==> config.mk <==
export PLATFORM = sky130hd
export DESIGN_NAME = elpr_outq
export DESIGN_NICKNAME = d
export VERILOG_FILES = /design/src/rtl/elpr_pkg.sv /design/src/rtl/elpr_outq.sv
export SDC_FILE = /design/constraint.sdc
export NUM_CORES = 1
export LEC_CHECK = 0
export ABC_AREA = 1
export BUFFER_PORTS_ARGS = -buffer_cell sky130_fd_sc_hd__buf_2
export CAP_MARGIN = 20
export CORE_MARGIN = 3
export CORE_UTILIZATION = 25
export DETAILED_ROUTE_END_ITERATION = 7
export HOLD_SLACK_MARGIN = 0.1
export PLACE_DENSITY_LB_ADDON = 0.15
export SKIP_CTS_REPAIR_TIMING = 1
export SYNTH_ARGS = -nofsm -noshare
export SYNTH_HDL_FRONTEND = slang
export SYNTH_SLANG_ARGS = --single-unit
==> constraint.sdc <==
create_clock -name clk -period 3.83 [get_ports clk]
set_clock_uncertainty 0.15 [all_clocks]
set_input_delay 0.766 -clock clk [delete_from_list [all_inputs] [get_ports clk]]
set_output_delay 0.766 -clock clk [all_outputs]
set_load 0.03 [all_outputs]
==> src/rtl/elpr_pkg.sv <==
// Package for the edge list parser with dense renumbering.
// Holds the shared types, result kind codes and fixed constants.
// No dependencies.
package elpr_pkg;

  localparam int TEXT_W = 8;
  localparam int ACC_W = 13;
  localparam int SRC_RAW_W = 12;
  localparam int ID_W = 13;
  localparam int OUT_ID_W = 12;
  localparam int CFG_W = 13;
  localparam int REG_IDX_W = 1;
  localparam int EPOCH_W = 8;
  localparam int MAX_RES = 3;
  localparam int OQ_DEPTH = 8;
  localparam int OQ_PTR_W = 3;
  localparam int OQ_CNT_W = 4;
  localparam int DEC_RADIX = 10;

  localparam logic [TEXT_W-1:0] CHAR_ZERO = 8'd48;
  localparam logic [TEXT_W-1:0] CHAR_NINE = 8'd57;
  localparam logic [ACC_W-1:0] ACC_SAT = 13'd8191;
  localparam logic [CFG_W-1:0] NODE_COUNT_RST = 13'd4096;
  localparam logic [EPOCH_W-1:0] EPOCH_FIRST = 8'd1;
  localparam logic [EPOCH_W-1:0] EPOCH_LAST = 8'hFF;

  typedef enum logic [1:0] {
    KIND_EDGE  = 2'd0,
    KIND_DONE  = 2'd1,
    KIND_ERROR = 2'd2
  } kind_t;

  typedef enum logic [REG_IDX_W-1:0] {
    REG_NODE_COUNT    = 1'b0,
    REG_DIRECTED_MODE = 1'b1
  } reg_idx_t;

  typedef struct packed {
    kind_t                kind;
    logic [OUT_ID_W-1:0]  tgt;
    logic [OUT_ID_W-1:0]  src;
    logic                 last;
  } result_t;

  typedef struct packed {
    logic [1:0]                cnt;
    result_t [MAX_RES-1:0]     res;
  } push_t;

  typedef struct packed {
    logic                  valid;
    logic                  pair;
    logic                  err;
    logic                  eoi;
    logic [SRC_RAW_W-1:0]  src_raw;
    logic [ACC_W-1:0]      tgt_raw;
  } lookup_req_t;

  typedef struct packed {
    logic clearing;
    logic s1_pair;
  } remap_stat_t;

  typedef struct packed {
    logic [EPOCH_W-1:0] epoch;
    logic [ID_W-1:0]    id;
  } remap_ent_t;

endpackage

==> src/rtl/elpr_outq.sv <==
// Result queue: takes up to three results per cycle, hands out one.
// Separates the output handshake from the lookup stage. Depends on elpr_pkg.
module elpr_outq
  import elpr_pkg::*;
(
  input  logic                 clk,
  input  logic                 rst_n,
  input  push_t                push,
  input  logic                 pop,
  output logic                 head_valid,
  output result_t              head,
  output logic [OQ_CNT_W-1:0]  count
);

  result_t                q_r [OQ_DEPTH];
  logic [OQ_PTR_W-1:0]    wr_ptr_r, wr_ptr_nxt;
  logic [OQ_PTR_W-1:0]    rd_ptr_r, rd_ptr_nxt;
  logic [OQ_CNT_W-1:0]    cnt_r, cnt_nxt;

  always_comb begin
    wr_ptr_nxt = wr_ptr_r + OQ_PTR_W'(push.cnt);
    rd_ptr_nxt = rd_ptr_r + OQ_PTR_W'(pop);
    cnt_nxt = cnt_r + OQ_CNT_W'(push.cnt) - OQ_CNT_W'(pop);
  end

  always_ff @(posedge clk) begin
    if (!rst_n) begin
      wr_ptr_r <= '0;
      rd_ptr_r <= '0;
      cnt_r <= '0;
    end else begin
      wr_ptr_r <= wr_ptr_nxt;
      rd_ptr_r <= rd_ptr_nxt;
      cnt_r <= cnt_nxt;
    end
  end

  always_ff @(posedge clk) begin
    for (int k = 0; k < MAX_RES; k++) begin
      if (k < int'(push.cnt)) begin
        q_r[wr_ptr_r + OQ_PTR_W'(k)] <= push.res[k];
      end
    end
  end

  assign head_valid = (cnt_r != '0);
  assign head = q_r[rd_ptr_r];
  assign count = cnt_r;

endmodule

# After elaboration in Yosys (flattened, before gate mapping)
# Memories as Yosys holds them, arrays and structs flattened. A register that Yosys moved wholly into a read port is not among the register bits.
# Cells that the tools add are included.
word_totals:
  mem_count: 1
  out_inout_bits: 32
  word_cells: 21
  mem_bits_rw: 216
  regBits: 10
classes:
  n_mux: 7
  n_addsub: 6
  n_reduce_logical: 1
  magnitude_cmp: 3
memory_table:
  columns: ["memory", "depth", "width", "read_ports", "rd_ports_with_merged_regs", "wr", "line", "text"]
  rows:
  - ["q_r", 8, 27, 1, 1, 3, "elpr_outq.sv:15", "result_t q_r [OQ_DEPTH];"]
op_table:
  columns: ["operator", "count"]
  rows:
  - ["1-bit 2-to-1 mux", 6]
  - ["4-bit by 2-bit adder with 4-bit output", 1]
  - ["1-bit by 2-bit less-than comparator with 1-bit output, first input constant", 2]
  - ["4-bit nonzero test", 1]
  - ["4-bit by 1-bit subtractor with 4-bit output", 1]
  - ["3-bit by 1-bit adder with 3-bit output", 1]
  - ["3-bit by 1-bit adder with 3-bit output, second input constant", 1]
  - ["3-bit by 2-bit adder with 3-bit output", 1]
  - ["3-bit by 2-bit adder with 3-bit output, second input constant", 1]
  - ["3-bit 2-to-1 mux", 1]
  - ["2-bit less-than comparator, first input constant", 1]

# Depth between registers and ports, before layout
depth:
  depth_word: 3
  depth_mapped: 10

# Worst setup path before layout
# No wires, ideal clock.
synth_timing:
  path_kind: "in2reg"
  from: "in push[81] (netlist name)"
  to: "mem q_r[7][0] (netlist name) (enable)"
  setup_ps: 516
  arrival_time_ps: 2167
  setup_slack_ps: 997
  n_path_buf: 2
  cell_stages: 6
  cell_sequence: "nand2_1 -> inv_1 -> nand4_1 -> buf_2 -> buf_1 -> nand3_1"
synth_lines:
  columns: ["element", "line", "text"]
  rows:
  - ["from (decl)", "elpr_outq.sv:8", "input push_t push,"]
  - ["to (decl)", "elpr_outq.sv:15", null]

==> results_dict.tcl <==
set metrics [dict create \
    use_met1_pct 28.8 \
    clk_latency_ps 580 \
    cts_made_buffers 30 \
    cp.required_ps 2910 \
    h-tree-depth 1 \
    p_per_area_nw_per_um2 491 \
    gp_congestion 0.771 \
    syn_area_um2 15100 \
    antenna_cells 0 \
    start_util_pct 25.4 \
    top_usage_layer "met2" \
    die_area_um2 63400 \
    ir_drop_mv 0.284 \
    cp_max_fo 94 \
    via_count 15481 \
    ys_seq_elements 226 \
    syn-num-nets 2173 \
    track_usage_pct 21.5 \
    first_global_vias 15110 \
    ys_warn_count 0 \
    cts_tree "built" \
    fin_crit_sh_pct 90.7 \
    fin_crit_ps 3470 \
    clock-sinks 226 \
    grt_pass1_wl_um 103000 \
    detail_route.wl_per_cell_um 24.2 \
    met3_usage_pct 3.20 \
    tns_ps 0 \
    multiInputGateArea_um2 7230 \
    io_buffers 117 \
    ys_seq_area_share_pct 44.3 \
    clk_pin_slew_ps 50 \
    rsz0062_at_grt "no" \
    drt_iter0_markers 1620 \
    routed_wl_um 69600 \
    cts-root-buf "clkbuf_16" \
    syn_area_per_cell_um2 7.28 \
    worstSetupPathType "flip-flop to output port" \
    max_cap_violations 0 \
    ff_latch_area_um2 6700 \
    vias_per_cell 5.38 \
    drtAntennaViolNets 0 \
    synth.distinct_cells 29 \
    core-area_um2 59400 \
    setup_viol 0 \
    max_freq_mhz 288 \
    startpoint_type "flip-flop" \
    grt_overflow 0 \
    status "complete, no violations" \
    cts_max_path_buffers 3 \
    nFillCells 6414 \
    synthCells 2075 \
    nets 2181 \
    io_pins 118 \
    worst_setup_path_end_kind "output port" \
    worst_pin_slew_ps 928 \
    met2_usage_pct 35.7 \
    drive_above_1_share_pct 11.5 \
    syn_to_final_growth_pct 14.3 \
    dpl.hpwl_um 38600 \
    slew_violations 0 \
    die_x_um 252 \
    hold_viol 0 \
    max_slew_margin_pct 38.1 \
    rows 89 \
    leakage_nw 7.36 \
    first_pass_iters 5 \
    holdCritPathClass "input pin to flip-flop" \
    arrival_ps 2560 \
    grt_max_degree 95 \
    final_core_util_pct 29.1 \
    dieHeight_um 252 \
    route.detailed.drc 0 \
    antenna_found_initial 2 \
]
-- cells by family after synthesis --
| group | synth area share [%] |
|---|---|
| AOI/OAI and AO/OA | 5.43 |
| and+or+nand+nor | 40.7 |
| buffers and inverters | 8.32 |
| DFF | 44.3 |
| adders and majority gates | 1.09 |
| xor gates and xnor gates | 0.174 |
-- synthesized netlist by cell type, drive strengths merged --
| cell type | count | area, um2 |
|---|---|---|
| clkbuf | 62 | 233 |
| nand2 | 751 | 2820 |
| fa | 2 | 40.0 |
| dfxtp | 10 | 200 |
| xor2 | 1 | 8.76 |
| xnor2 | 2 | 17.5 |
| nand3 | 239 | 1270 |
| nor3 | 4 | 25.0 |
| clkinv | 8 | 30.0 |
| or2 | 1 | 6.26 |
| edfxtp | 216 | 6490 |
| buf | 137 | 694 |
| o21ai | 162 | 811 |
| a21oi | 2 | 10.0 |
| inv | 79 | 299 |
| nand4 | 220 | 1380 |
| ha | 10 | 125 |
| nor2 | 169 | 642 |
-- critical path, cell delays in order (launching register included) --
cell and delay, ps:
dfxtp_4 600, clkinv_2 200, buf_12 270, o21ai_0 260
o21ai_1 110, nand2_1 80, nand2_1 140, buf_2 220
-- metrics by stage --
stage	hold slack, ps	setup WS [ps]	cell area, um2	instances	total power (W)
6_report	318	357	17300	2879	0.00847
5_1_grt	337	275	17300	2879	0.00888
4_1_cts	307	390	17300	2879	0.00851
3_5_place_dp	491	883	16400	2824	0.00586
3_3_place_gp	495	875	16400	2824	0.00584
2_1_floorplan	368	997	15100	2075	0.00489
-- layout by cell type, fill, tap and decap left out --
master	instances
nor3_1	3
inv_4	1
nand2_4	2
or2_2	1
inv_1	73
o21ai_1	34
clkbuf_16	31
o21ai_0	128
clkinv_1	14
clkinv_2	5
nand3_4	5
dfxtp_1	7
buf_12	10
nor2_1	168
nand4_1	220
clkbuf_8	2
nor2_4	1
clkbuf_1	14
nand2_1	749
fa_1	2
inv_2	2
xnor2_1	2
buf_4	48
ha_4	1
edfxtp_1	216
ha_1	9
dfxtp_2	1
dfxtp_4	2
xor2_1	1
nand3_1	221
nand3_2	13
buf_2	117
nor3_2	1
a21oi_1	2
-- per-layer routing --
metal / up-vias / part of all wire [%]
met3: 129 / 7.4
met5: - / 0.034
met1: 7546 / 43
met2: 723 / 46
met4: 4 / 3.1
li1: 7079 / -
-- cell type report --
cell class / instances / area share, %
Tap cell: 773 / 5.60
Multi-Input combinational cell: 1563 / 41.9
Inverter: 87 / 1.93
Sequential cell: 226 / 38.8
Clock inverter: 8 / 0.188
Timing Repair Buffer: 175 / 6.64
Clock buffer: 47 / 4.96
-- power breakdown --
part | switching, W | leakage [nW] | internal, W
sequential | 0.000102 | 2.08 | 0.00314
clock | 0.00114 | 0.430 | 0.00151
combinational | 0.00197 | 4.85 | 0.000613
total | 0.00321 | 7.36 | 0.00526
-- sequential cells by signal, summed over array words and instances, names as in the netlist --
register and cells:
q_r 216, count 4, rd_ptr_r 3, wr_ptr_r 3
-- path summary, 6_finish.rpt --
path                                   from     endpoint  slack [ps]  cells after the start
worst max-delay path            rd_ptr_r[0]      head[4]         360                      7
worst min-delay path                  rst_n  rd_ptr_r[1]         320                      3
worst max register to register  wr_ptr_r[0]   q_r[4][22]         870                      8
worst min register to register     count[3]     count[3]         490                      4
(Power assumes the default switching activity.)
