===== src/rtl/elpr_pkg.sv =====
// Package for the edge list parser with dense renumbering.
// Holds the shared types, result kind codes and fixed constants.
// No dependencies.
package elpr_pkg;

  localparam int TEXT_W = 8;
  localparam int ACC_W = 13;
  localparam int SRC_RAW_W = 12;
  localparam int ID_W = 13;
  localparam int OUT_ID_W = 12;
  localparam int CFG_W = 13;
  localparam int REG_IDX_W = 1;
  localparam int EPOCH_W = 8;
  localparam int MAX_RES = 3;
  localparam int OQ_DEPTH = 8;
  localparam int OQ_PTR_W = 3;
  localparam int OQ_CNT_W = 4;
  localparam int DEC_RADIX = 10;

  localparam logic [TEXT_W-1:0] CHAR_ZERO = 8'd48;
  localparam logic [TEXT_W-1:0] CHAR_NINE = 8'd57;
  localparam logic [ACC_W-1:0] ACC_SAT = 13'd8191;
  localparam logic [CFG_W-1:0] NODE_COUNT_RST = 13'd4096;
  localparam logic [EPOCH_W-1:0] EPOCH_FIRST = 8'd1;
  localparam logic [EPOCH_W-1:0] EPOCH_LAST = 8'hFF;

  typedef enum logic [1:0] {
    KIND_EDGE  = 2'd0,
    KIND_DONE  = 2'd1,
    KIND_ERROR = 2'd2
  } kind_t;

  typedef enum logic [REG_IDX_W-1:0] {
    REG_NODE_COUNT    = 1'b0,
    REG_DIRECTED_MODE = 1'b1
  } reg_idx_t;

  typedef struct packed {
    kind_t                kind;
    logic [OUT_ID_W-1:0]  tgt;
    logic [OUT_ID_W-1:0]  src;
    logic                 last;
  } result_t;

  typedef struct packed {
    logic [1:0]                cnt;
    result_t [MAX_RES-1:0]     res;
  } push_t;

  typedef struct packed {
    logic                  valid;
    logic                  pair;
    logic                  err;
    logic                  eoi;
    logic [SRC_RAW_W-1:0]  src_raw;
    logic [ACC_W-1:0]      tgt_raw;
  } lookup_req_t;

  typedef struct packed {
    logic clearing;
    logic s1_pair;
  } remap_stat_t;

  typedef struct packed {
    logic [EPOCH_W-1:0] epoch;
    logic [ID_W-1:0]    id;
  } remap_ent_t;

endpackage


===== src/rtl/elpr_parse.sv =====
// Byte parser: accumulates decimal numbers, checks their range and pairs them.
// Issues one lookup request per accepted byte. Depends on elpr_pkg.
module elpr_parse
  import elpr_pkg::*;
#(
  parameter int unsigned MAX_NODES = 4096
) (
  input  logic                clk,
  input  logic                rst_n,
  input  logic                accept,
  input  logic [TEXT_W-1:0]   text_byte,
  input  logic                end_of_input,
  input  logic [CFG_W-1:0]    node_count,
  output lookup_req_t         req
);

  logic [ACC_W-1:0]     acc_r, acc_nxt;
  logic                 in_num_r, in_num_nxt;
  logic                 have_src_r, have_src_nxt;
  logic [SRC_RAW_W-1:0] pend_src_r, pend_src_nxt;
  logic                 stop_r, stop_nxt;

  logic                 digit;
  logic [TEXT_W-1:0]    dig_val;
  logic [ACC_W+3:0]     prod;
  logic [ACC_W-1:0]     acc_dig;
  logic [ACC_W-1:0]     val;
  logic                 num_now;
  logic                 finish;
  logic                 out_of_range;
  logic                 err;
  logic                 take_src;
  logic                 pair;

  always_comb begin
    digit = (text_byte >= CHAR_ZERO) && (text_byte <= CHAR_NINE);
    dig_val = text_byte - CHAR_ZERO;
    prod = (ACC_W+4)'(acc_r) * (ACC_W+4)'(DEC_RADIX) + (ACC_W+4)'(dig_val[3:0]);
    acc_dig = (prod > (ACC_W+4)'(ACC_SAT)) ? ACC_SAT : prod[ACC_W-1:0];
    val = digit ? acc_dig : acc_r;
    num_now = in_num_r || digit;
    finish = !stop_r && num_now && (!digit || end_of_input);
    out_of_range = (val >= ACC_SAT) || (val >= node_count) || (32'(val) >= MAX_NODES);
    err = finish && out_of_range;
    take_src = finish && !out_of_range && !have_src_r;
    pair = finish && !out_of_range && have_src_r;
  end

  always_comb begin
    acc_nxt = acc_r;
    in_num_nxt = in_num_r;
    have_src_nxt = have_src_r;
    pend_src_nxt = pend_src_r;
    stop_nxt = stop_r;
    if (accept) begin
      if (end_of_input) begin
        acc_nxt = '0;
        in_num_nxt = 1'b0;
        have_src_nxt = 1'b0;
        pend_src_nxt = '0;
        stop_nxt = 1'b0;
      end else if (!stop_r) begin
        acc_nxt = finish ? '0 : val;
        in_num_nxt = finish ? 1'b0 : num_now;
        if (err) begin
          stop_nxt = 1'b1;
        end
        if (take_src) begin
          pend_src_nxt = val[SRC_RAW_W-1:0];
          have_src_nxt = 1'b1;
        end
        if (pair) begin
          have_src_nxt = 1'b0;
        end
      end
    end
  end

  always_ff @(posedge clk) begin
    if (!rst_n) begin
      acc_r <= '0;
      in_num_r <= 1'b0;
      have_src_r <= 1'b0;
      pend_src_r <= '0;
      stop_r <= 1'b0;
    end else begin
      acc_r <= acc_nxt;
      in_num_r <= in_num_nxt;
      have_src_r <= have_src_nxt;
      pend_src_r <= pend_src_nxt;
      stop_r <= stop_nxt;
    end
  end

  always_comb begin
    req.valid = accept;
    req.pair = pair;
    req.err = err;
    req.eoi = end_of_input;
    req.src_raw = pend_src_r;
    req.tgt_raw = val;
  end

endmodule


===== config.mk =====
export PLATFORM = sky130hd
export DESIGN_NAME = elpr_parse
export DESIGN_NICKNAME = d
export VERILOG_FILES = /design/src/rtl/elpr_pkg.sv /design/src/rtl/elpr_parse.sv
export SDC_FILE = /design/constraint.sdc
export NUM_CORES = 1
export LEC_CHECK = 0
export ABC_AREA = 1
export BUFFER_PORTS_ARGS = -buffer_cell sky130_fd_sc_hd__buf_2
export CORE_MARGIN = 4
export CORE_UTILIZATION = 50
export DETAILED_ROUTE_END_ITERATION = 10
export PLACE_DENSITY = 0.81
export SYNTH_ARGS = -nofsm -noshare
export SYNTH_HDL_FRONTEND = slang
export SYNTH_SLANG_ARGS = --single-unit
export TNS_END_PERCENT = 20

===== constraint.sdc =====
create_clock -name clk -period 6 [get_ports clk]
set_input_delay 0 -clock clk [delete_from_list [all_inputs] [get_ports clk]]
set_output_delay 0 -clock clk [all_outputs]
set_load 0.05 [all_outputs]

Word-level counts from Yosys, hierarchy flattened
Index checks and enable logic that the tools add are counted.

word-level totals
  bits in registers = 28
  bits in latches = 0
  RAM bits = 0
  ROM bits = 0
  input bits = 25
  output and inout port bits = 29
  logic and storage cells = 53
  memories kept = 0

cells by class
  add/sub/neg operators = 2
  $mul = 1
  divide/modulo/power cells = 0
  $lt $le $gt $ge = 6
  equal/unequal tests = 1
  shift-type cells = 0
  muxes and demuxes = 18
  bitwise gates (word level) = 0
  reduce and logical (&&, ||, !) cells = 20

operators with widths
  operator                                                         number
  two-way mux 13 bit                                               5
  two-way mux 12 bit                                               3
  >= comparator 13 bit, second input constant                      2
  adder 17 x 4 -> 17 bit                                           1
  greater-than comparator 17 x 13 -> 1 bit, second input constant  1
  multiplier 13 x 3 -> 16 bit, second input constant               1
  >= comparator 13 bit                                             1
  two-way mux 1 bit                                                10
  >= comparator 8 x 6 -> 1 bit, second input constant              1
  <= comparator 8 x 6 -> 1 bit, second input constant              1
  logical AND 1 bit                                                7
  AND reduction 3 bit                                              2
  logical NOT 1 bit                                                4
  logical OR 1 bit                                                 4
  subtractor 4 x 1 -> 4 bit, second input constant                 1
  nonzero test 3 bit                                               1
  != test 2 bit, second input constant                             1
  AND reduction 2 bit                                              1
  nonzero test 2 bit                                               1

Longest topological paths before layout
Gate-level depths: netlist of the first run.

  depth after elaboration = 15
  mapped depth = 36

Worst setup path before layout of the first run
Ideal clock, no wire load.

  path kind = flip-flop to flip-flop
  start point = register acc_r[1]
  end point = register pend_src_r[0]
  library setup time = 132 ps
  data arrival time = 4,514 ps
  setup slack = 1,354 ps
  stages on the path, launching flop included = 33
  path through = dfxtp_1 > ha_1 > ha_1 > inv_1 > fa_1 > nand3b_1 > nor2_2 > nand3_4 > nor2_2 > nand2_1 > nor2_4 > nand3_1 > nand2_1 > nor2_2 > nand2_1 > clkinv_1 > nand2_1 > o21ai_0 > inv_1 > ha_1 > nand2_1 > nor2_1 > a211oi_1 > o21ai_0 > nand4_1 > nand2_1 > nand2_1 > nand2_2 > nand2_2 > nand4_4 > buf_6 > nand3_2 > a21oi_1

RTL lines
  item                    line              text
  start, declared         elpr_parse.sv:17  logic [ACC_W-1:0] acc_r, acc_nxt;
  start signal, assigned  elpr_parse.sv:87  acc_r <= acc_nxt;
  end signal, assigned    elpr_parse.sv:90  pend_src_r <= pend_src_nxt;
  end, declared           elpr_parse.sv:20  logic [SRC_RAW_W-1:0] pend_src_r, pend_src_nxt;

==> results of run 1 <==
cell type report:
class	instances	area, um^2
Tap cell	75	93.8
Fill cell	602	2530
Clock buffer	3	41.3
Multi-Input combinational cell	379	2190
Sequential cell	28	561
Timing Repair Buffer	56	293
Inverter	82	308
state kept, by name, summed over array words and instances, names as in the netlist:
signal,flops
in_num_r,1
stop_r,1
have_src_r,1
pend_src_r,12
acc_r,13
final timing paths:
check                                   from                          end  slack (ns)  cells after the start
hold / removal                  end_of_input        acc_r[8]$_SDFFE_PN0P_        0.26                      4
setup reg to reg       acc_r[1]$_SDFFE_PN0P_  pend_src_r[10]$_SDFFE_PN0P_        0.94                     31
setup / recovery       acc_r[1]$_SDFFE_PN0P_                      req[26]        0.72                     31
hold reg to reg   pend_src_r[6]$_SDFFE_PN0P_   pend_src_r[6]$_SDFFE_PN0P_        0.48                      2
worst max-delay path, delay by kind of cell (launching register included):
kind                     cells  cell delay, ns
AO/OA/AOI/OAI                4            0.77
buffers and inverters        4            0.69
flip-flops                   1            0.44
adder cells (fa/ha/maj)      4            1.21
AND/OR/NAND/NOR             19            1.89
cells in the mapped netlist, drive strengths merged (6+ instances only):
| cell | instances |
|---|---|
| nand3 | 49 |
| ha | 37 |
| nor2 | 50 |
| nand4 | 17 |
| nand2 | 147 |
| a21oi | 42 |
| clkbuf | 7 |
| o21ai | 12 |
| inv | 80 |
| dfxtp | 28 |
| nor3 | 6 |
| buf | 9 |
layer usage:
metal,vias up,global-route usage
met2,102,0.368
li1,1708,-
met5,-,0
met3,17,0.0310
met1,1437,0.271
met4,0,0.0530
kinds of logic (layout without fill, tap and decap cells):
kind of cell             after synthesis  after routing  share of synthesized area
flip-flops                            28             28                      0.177
adder cells (fa/ha/maj)               39             39                      0.159
XOR/XNOR                               6              6                     0.0166
AO/OA/AOI/OAI                         60             60                      0.106
buffers and inverters                 98            141                      0.131
AND/OR/NAND/NOR                      274            274                      0.411
power by group:
part | internal [mW] | switching [mW] | total [mW]
sequential | 0.188 | 0.00183 | 0.190
combinational | 0.0249 | 0.0578 | 0.0828
clock | 0.0452 | 0.0578 | 0.103
per-stage QoR:
stage               power (mW)  cells   util
floorplan                0.254    505      -
global placement         0.273    618  0.569
detailed placement       0.275    618  0.569
CTS                      0.376    622  0.578
global route             0.394    623  0.579
finish                   0.375    623  0.579
what timing repair did:
item	in CTS	in global routing
gates resized for setup	0	0
hold buffers	1	1
endpoints found under the hold margin	3	1
cell usage in the layout, fill, tap and decap left out, types with 3 or more instances in the layout:
cell type	Yosys	routed
nor2_1	43	43
nand2_1	137	137
nand3_2	13	13
ha_1	37	37
nor3_1	6	6
clkbuf_8	0	3
xor2_1	3	3
a21oi_1	38	38
o21ai_0	11	11
nand3_1	35	35
nor2_2	5	5
or2_2	4	4
dfxtp_1	28	28
a21oi_2	4	4
buf_2	1	53
nand4_1	16	16
nand2_2	9	9
inv_1	70	70
inv_2	10	10
xnor2_1	3	3
==> qor.json, run 1 <==
{
  "crit_fanout": 11,
  "post_syn_nets": 569,
  "grt_setup_unrepaired": "false",
  "status": "finished clean",
  "initial_antenna_violation_count": 0,
  "pin_count_of_the_biggest_net_entering_global_routing": 25,
  "crit_type": "reg2out",
  "route.met2.wl_mm": 3.67,
  "globalRoute.totalOverflow": 0,
  "place.gp.congestion": 0.950,
  "cts_made_buffers": 3,
  "buffer_ports.inserted": 53,
  "detail_route.wl_per_cell_um": 12.7,
  "vertical_die_dimension_um": 87.6,
  "end_kind": "output port",
  "route.vias.total": 3264,
  "drt.antenna.violating_nets": 0,
  "top_layer_used": "met4",
  "worstPathRequired_ns": 6.00,
  "cts-root-to-sink-buffers": 2,
  "syn_area_per_cell_um2": 6.28,
  "grtUsageTotal": 0.211,
  "final_critical_path_required_period_ns": 5.28,
  "drive_gt1_frac": 0.197,
  "placedInstanceArea_mm2": 0.00343,
  "critPathSlowestCell": "fa_1",
  "primary_ff_master_synth": "dfxtp_1",
  "synth_sequential_area_ratio": 0.177,
  "number_of_pins_with_negative_max_slew_slack_in_the_final_report": 0,
  "synth_top_cell_area_share": 0.177,
  "start_util": 0.526,
  "synth_enable_flop_cells": 0,
  "yosysUniqueCellTypes": 35,
  "pin_count": 54,
  "synth.largest_area_cell": "dfxtp_1",
  "initialDrtViolationCount": 176,
  "postRouteWirelength_mm": 7.90,
  "die_w_um": 87.6,
  "clkLatencyLatePin_ns": 0.28,
  "synthesis.yosys.warnings": 0,
  "detail_route.first_pass.iterations": 4,
  "root_buffer": "clkbuf_8",
  "detailroute.wirelength.met3_um": 418,
  "critical-path-max-stage-delay_ns": 0.45,
  "met1Wirelength_mm": 3.64,
  "worst_slack_ns": 0.719,
  "preCtsSetupSlack_ns": 1.01,
  "power_leakage_nw": 1.91,
  "synth_area_leaders": "dfxtp_1 (18%), nand2_1 (16%), ha_1 (15%)",
  "timing.fmax_mhz": 189,
  "ys_seq_elements": 28,
  "max_slew.worst_pin.slew_ns": 1.10,
  "final_nets": 614,
  "timing_hold_violations_final": 0,
  "fin_hold_ws_ns": 0.259,
  "setup-tns-final_ns": 0,
  "cts_tree": "built",
  "mappedNetlistArea_mm2": 0.00317,
  "core.rowCount": 28,
  "die-area_mm2": 0.00768,
  "synthCells": 505,
  "vdd_drop_max_uv": 120,
  "remaining_drc_errors": 0,
  "dominant_cell_type_by_count_on_the_critical_path": "nand2_1",
  "ys_async_sr_fraction": 0,
  "pwr_density_cell_mw_per_mm2": 107,
  "hold_path.class": "in2reg",
  "cts_max_level": 1,
  "grt_first_pass_wirelength_mm": 13.4,
  "routed_via_density": 5.24,
  "clock-skew-final_ns": 0.00549,
  "clkTransAtPathRegs_ns": 0.09,
  "crit_arrival_ns": 5.28,
  "cts.sinks": 28,
  "final_area_mm2": 0.00349,
  "worst_setup_path_start_kind": "register",
  "grt_pass1_vias": 3141,
  "min_period_over_period": 0.880,
  "antenna_cells": 0,
  "max-cap-violations": 0,
  "cts_setup_buffers": 0,
  "flow.area_growth_from_synthesis_pct": 10.1,
  "finalSetupViolations": 0,
  "design.core.area_mm2": 0.00603,
  "worst_slew_margin": 0.262,
  "hpwlAfterDp_mm": 6.63
}
(Power assumes the default switching activity.)
==> inputs of run 2 (changes only) <==
--- a/config.mk
+++ b/config.mk
@@ -8,9 +8,10 @@
 export ABC_AREA = 1
 export BUFFER_PORTS_ARGS = -buffer_cell sky130_fd_sc_hd__buf_2
 export CORE_MARGIN = 4
-export CORE_UTILIZATION = 50
+export CORE_UTILIZATION = 35
+export CTS_CLUSTER_DIAMETER = 50
 export DETAILED_ROUTE_END_ITERATION = 10
-export PLACE_DENSITY = 0.81
+export PLACE_DENSITY = 0.63
 export SYNTH_ARGS = -nofsm -noshare
 export SYNTH_HDL_FRONTEND = slang
 export SYNTH_SLANG_ARGS = --single-unit
==> run 2 against run 1 <==
Effect of this change: routed wire length about the same; sequential share of layout area down 0.14 points; critical endpoint unchanged; worst setup slack better by 0.014 ns; global-route usage down 6.3 points; hold slack worse by 0.26 ns; die area up 39%; final cell count up 5.1%; utilization down 18 points; final area up 0.90%; non-clock buffer count down 1; combinational power down 1%.
==> qor.json, run 2 (synthesis gave the netlist of run 1 again) <==
{
  "setup-tns-final_ns": 0,
  "final_nets": 613,
  "highest_count_cells_in_the_layout_ignoring_fill_and_taps": "nand2_1 (137), inv_1 (70), buf_2 (53)",
  "pin_count": 54,
  "antenna_cells": 0,
  "grt_setup_unrepaired": "false",
  "largest_register_ffs": 13,
  "cts_tree": "built",
  "pin_count_of_the_biggest_net_entering_global_routing": 25,
  "layout_commonest_cell": "nand2_1",
  "worstSetupStartpoint": "acc_r[1]$_SDFFE_PN0P_",
  "cts_max_level": 1,
  "core.rowCount": 34,
  "buffer_ports.inserted": 53,
  "clock-skew-final_ns": 0.00449,
  "worstHoldStart": "accept",
  "worst_slew_margin": 0.301,
  "max-cap-violations": 0,
  "cts-root-to-sink-buffers": 2,
  "worst_setup_path_start_kind": "register",
  "cts.sinks": 28,
  "vdd_drop_max_uv": 75.0,
  "detail_route.first_pass.iterations": 4,
  "routed_via_density": 4.91,
  "detail_route.wl_per_cell_um": 12.1,
  "biggestRegsByFlops": "acc_r: 13 flops, pend_src_r: 12 flops",
  "register_with_the_most_flip_flops": "acc_r",
  "die_w_um": 103,
  "initialDrtViolationCount": 108,
  "route.vias.total": 3217,
  "drive_gt1_frac": 0.197,
  "final_critical_path_required_period_ns": 5.27,
  "post_cts_resized": 0,
  "grt_pass1_vias": 2931,
  "max_slew.worst_pin.slew_ns": 1.04,
  "vertical_die_dimension_um": 103,
  "grtUsageTotal": 0.148,
  "dominant_cell_type_by_count_on_the_critical_path": "nand2_1",
  "start_util": 0.362,
  "grt_first_pass_wirelength_mm": 13.0,
  "globalRoute.totalOverflow": 0,
  "clkLatencyLatePin_ns": 0.28,
  "place.gp.congestion": 0.877,
  "timing_hold_violations_final": 0,
  "min_period_over_period": 0.878,
  "pwr_density_cell_mw_per_mm2": 107,
  "clkTransAtPathRegs_ns": 0.10,
  "end_kind": "output port",
  "number_of_pins_with_negative_max_slew_slack_in_the_final_report": 0,
  "postRouteWirelength_mm": 7.90,
  "die-area_mm2": 0.0106,
  "critical-path-max-stage-delay_ns": 0.44,
  "crit_type": "reg2out",
  "timing.rr.start": "acc_r[1]$_SDFFE_PN0P_",
  "n_fill_cell": 948,
  "root_buffer": "clkbuf_8",
  "design.core.area_mm2": 0.00876,
  "overall_power_mw": 0.378,
  "cts_made_buffers": 3,
  "crit_arrival_ns": 5.27,
  "power_leakage_nw": 1.91,
  "initial_antenna_violation_count": 0,
  "status": "finished clean",
  "finalSetupViolations": 0,
  "fin_hold_ws_ns": 0.000290,
  "flow.area_growth_from_synthesis_pct": 11.1,
  "timing.fmax_mhz": 190,
  "crit_fanout": 11,
  "drt.antenna.violating_nets": 0,
  "critPathSlowestCell": "dfxtp_1",
  "remaining_drc_errors": 0,
  "hold_path.class": "in2reg",
  "hpwlAfterDp_mm": 6.69,
  "worstPathRequired_ns": 6.00
}
[run 2: path summary, 6_finish.rpt]
path / to / slack (ns) / depth (start not counted)
max: req[26] / 0.73 / 31
max reg2reg: pend_src_r[0]$_SDFFE_PN0P_ / 0.97 / 31
min: stop_r$_SDFFE_PN0P_ / 0.0003 / 3
min reg2reg: pend_src_r[5]$_SDFFE_PN0P_ / 0.48 / 2
[run 2: per-stage QoR]
step           cells  worst slack (ns)   util  area, um^2
2_1_floorplan    505              1.35      -        3170
3_3_place_gp     651              1.09  0.396        3470
3_5_place_dp     651              1.02  0.396        3470
4_1_cts          655             0.776  0.402        3520
5_1_grt          655             0.180  0.402        3520
6_report         655             0.733  0.402        3520
[run 2: what timing repair did]
item                                    in CTS  in global routing
hold endpoints to repair                     2                  0
endpoints found under the setup margin       0                  0
buffers inserted                             0                  0
hold buffers                                 1                  0
[run 2: final cells by class]
| class | instances | area (um^2) | area share |
|---|---|---|---|
| inverters | 82 | 308 | 0.0874 |
| repair buffers | 55 | 283 | 0.0803 |
| clock buffers | 3 | 41.3 | 0.0117 |
| flip-flops and latches | 28 | 561 | 0.159 |
| well taps | 108 | 135 | 0.0384 |
| multi-input cells | 379 | 2190 | 0.623 |
[run 2: worst max-delay path, delay by kind of cell (launching register included)]
| family | cells | cell delay, ns |
|---|---|---|
| buffers and inverters | 4 | 0.70 |
| and+or+nand+nor | 19 | 1.81 |
| adders and majority gates | 4 | 1.21 |
| DFF | 1 | 0.44 |
| AOI/OAI and AO/OA | 4 | 0.81 |
[run 2: report_power, final]
part / switching, mW / leakage (nW) / internal, mW
clock: 0.0616 / 0.0216 / 0.0453
sequential: 0.00165 / 0.226 / 0.188
combinational: 0.0573 / 1.66 / 0.0243
[run 2: per-layer routing]
metal	share of wire	wire, um	GRT usage	vias up
met2	0.46	3620	0.243	67
met4	0.010	82	0.0209	0
met1	0.49	3850	0.213	1430
met5	0	0	0	-
met3	0.045	352	0.0156	8
li1	-	-	-	1712
==> inputs of run 3 (changes only) <==
--- a/config.mk
+++ b/config.mk
@@ -7,11 +7,12 @@
 export LEC_CHECK = 0
 export ABC_AREA = 1
 export BUFFER_PORTS_ARGS = -buffer_cell sky130_fd_sc_hd__buf_2
-export CORE_MARGIN = 4
+export CORE_MARGIN = 2
 export CORE_UTILIZATION = 35
 export CTS_CLUSTER_DIAMETER = 50
 export DETAILED_ROUTE_END_ITERATION = 10
 export PLACE_DENSITY = 0.63
+export RECOVER_POWER = 25
 export SYNTH_ARGS = -nofsm -noshare
 export SYNTH_HDL_FRONTEND = slang
 export SYNTH_SLANG_ARGS = --single-unit
==> run 3 against run 2 <==
Effect of this change: routed wire length rose by 3.3%; power decreased by 0.11%; sequential cell count did not move; worst setup slack improved by 0.021 ns; first-iteration DRC count grew 19%; sequential power hardly changed; combinational power is 0.7% higher; clock skew hardly changed; sequential share of layout area barely moved.
==> qor.json, run 3 (synthesis gave the netlist of run 1 again) <==
{
  "status": "finished clean",
  "highest_count_cells_in_the_layout_ignoring_fill_and_taps": "nand2_1 (137), inv_1 (70), nor2_1 (43)",
  "critical-path-max-stage-delay_ns": 0.44,
  "final_nets": 614,
  "crit_fanout": 11,
  "cts-root-to-sink-buffers": 2,
  "cts_tree": "built",
  "setup-tns-final_ns": 0,
  "biggestRegsByFlops": "acc_r: 13 flops, pend_src_r: 12 flops",
  "critPathSlowestCell": "fa_1",
  "crit_type": "reg2out",
  "max-cap-violations": 0,
  "placedInstanceArea_mm2": 0.00347,
  "detail_route.wl_per_cell_um": 12.4,
  "vdd_drop_max_uv": 84.6,
  "max_slew.worst_pin.slew_ns": 1.10,
  "post_cts_resized": 0,
  "root_buffer": "clkbuf_8",
  "n_fill_cell": 980,
  "layoutNonFillerInstCount": 656,
  "dominant_cell_type_by_count_on_the_critical_path": "nand2_1",
  "grtUsageTotal": 0.168,
  "place.gp.congestion": 0.972,
  "start_util": 0.362,
  "initialDrtViolationCount": 129,
  "detail_route.first_pass.iterations": 4,
  "register_with_the_most_flip_flops": "acc_r",
  "crit_arrival_ns": 5.25,
  "end_kind": "output port",
  "grt_pass1_vias": 3101,
  "hpwlAfterDp_mm": 6.75,
  "worst_setup_path_start_kind": "register",
  "layout_commonest_cell": "nand2_1",
  "initial_antenna_violation_count": 0,
  "largest_register_ffs": 13,
  "cts_setup_buffers": 0,
  "worst_slew_margin": 0.264,
  "hold_path.class": "in2reg",
  "number_of_pins_with_negative_max_slew_slack_in_the_final_report": 0,
  "final_critical_path_required_period_ns": 5.25,
  "route.vias.total": 3244,
  "drt.antenna.violating_nets": 0,
  "clkLatencyLatePin_ns": 0.28,
  "pin_count_of_the_biggest_net_entering_global_routing": 25,
  "routed_via_density": 4.95,
  "antenna_cells": 0,
  "min_period_over_period": 0.874,
  "pin_count": 54,
  "dp_cells": 651,
  "cts_max_level": 1,
  "timing.fmax_mhz": 191,
  "die-area_mm2": 0.00983,
  "postRouteWirelength_mm": 8.16,
  "vertical_die_dimension_um": 99.2,
  "flow.area_growth_from_synthesis_pct": 10.9,
  "buffer_ports.inserted": 53,
  "worstPathRequired_ns": 6.00,
  "core.rowCount": 34,
  "clock-skew-final_ns": 0.00414,
  "die_w_um": 99.2,
  "drive_gt1_frac": 0.172,
  "cts.sinks": 28,
  "finalSetupViolations": 0,
  "grt_setup_unrepaired": "false",
  "final_area_mm2": 0.00351,
  "globalRoute.totalOverflow": 0,
  "clkTransAtPathRegs_ns": 0.10,
  "remaining_drc_errors": 0,
  "timing_hold_violations_final": 0,
  "power_leakage_nw": 1.86,
  "grt_first_pass_wirelength_mm": 14.0,
  "cts_made_buffers": 3,
  "pwr_density_cell_mw_per_mm2": 107,
  "design.core.area_mm2": 0.00876
}
run 3: worst max-delay path, delay by kind of cell (launching register included):
kind | cells | cell delay (ns)
adders and majority gates | 4 | 1.21
and+or+nand+nor | 19 | 1.84
AOI/OAI and AO/OA | 4 | 0.80
DFF | 1 | 0.43
buffers and inverters | 4 | 0.69
run 3: where the power goes:
part / internal (mW) / switching, mW / leakage (nW)
clock network: 0.0452 / 0.0605 / 0.0216
registers: 0.188 / 0.00170 / 0.226
logic: 0.0244 / 0.0579 / 1.61
total: 0.257 / 0.120 / 1.86
run 3: repair_timing:
action                                  CTS  global route
endpoints found under the setup margin    0             0
hold buffers                              2             0
endpoints found under the hold margin     3             0
run 3: worst paths after layout:
path | start | endpoint | slack, ns | cells after the start
worst max-delay path | acc_r[1]$_SDFFE_PN0P_ | req[26] | 0.75 | 31
worst max register to register | acc_r[1]$_SDFFE_PN0P_ | pend_src_r[1]$_SDFFE_PN0P_ | 0.97 | 31
worst min-delay path | text_byte[0] | acc_r[0]$_SDFFE_PN0P_ | 0.23 | 5
worst min register to register | pend_src_r[6]$_SDFFE_PN0P_ | pend_src_r[6]$_SDFFE_PN0P_ | 0.48 | 2
run 3: stage by stage:
stage	setup WS [ns]	hold WS, ns	utilization	total power, mW
floorplan	1.35	0.121	-	0.254
global placement	1.08	0.257	0.396	0.274
detailed placement	0.979	0.265	0.396	0.275
CTS	0.742	0.253	0.403	0.381
global route	0.101	0.307	0.401	0.395
finish	0.754	0.234	0.401	0.378
run 3: cell type report:
cell class / count / area (um^2) / area share
Timing Repair Buffer: 56 / 275 / 0.0783
Multi-Input combinational cell: 379 / 2190 / 0.624
Sequential cell: 28 / 561 / 0.159
Clock buffer: 3 / 41.3 / 0.0117
Tap cell: 108 / 135 / 0.0384
Inverter: 82 / 308 / 0.0876
run 3: layer usage:
| metal | share of wire | global-route usage | vias to the layer above | wire [um] |
|---|---|---|---|---|
| met1 | 0.50 | 0.235 | 1438 | 4060 |
| li1 | - | - | 1707 | - |
| met3 | 0.035 | 0.0176 | 20 | 288 |
| met5 | 0 | 0 | - | 0 |
| met4 | 0.022 | 0.0390 | 0 | 180 |
| met2 | 0.45 | 0.280 | 79 | 3640 |
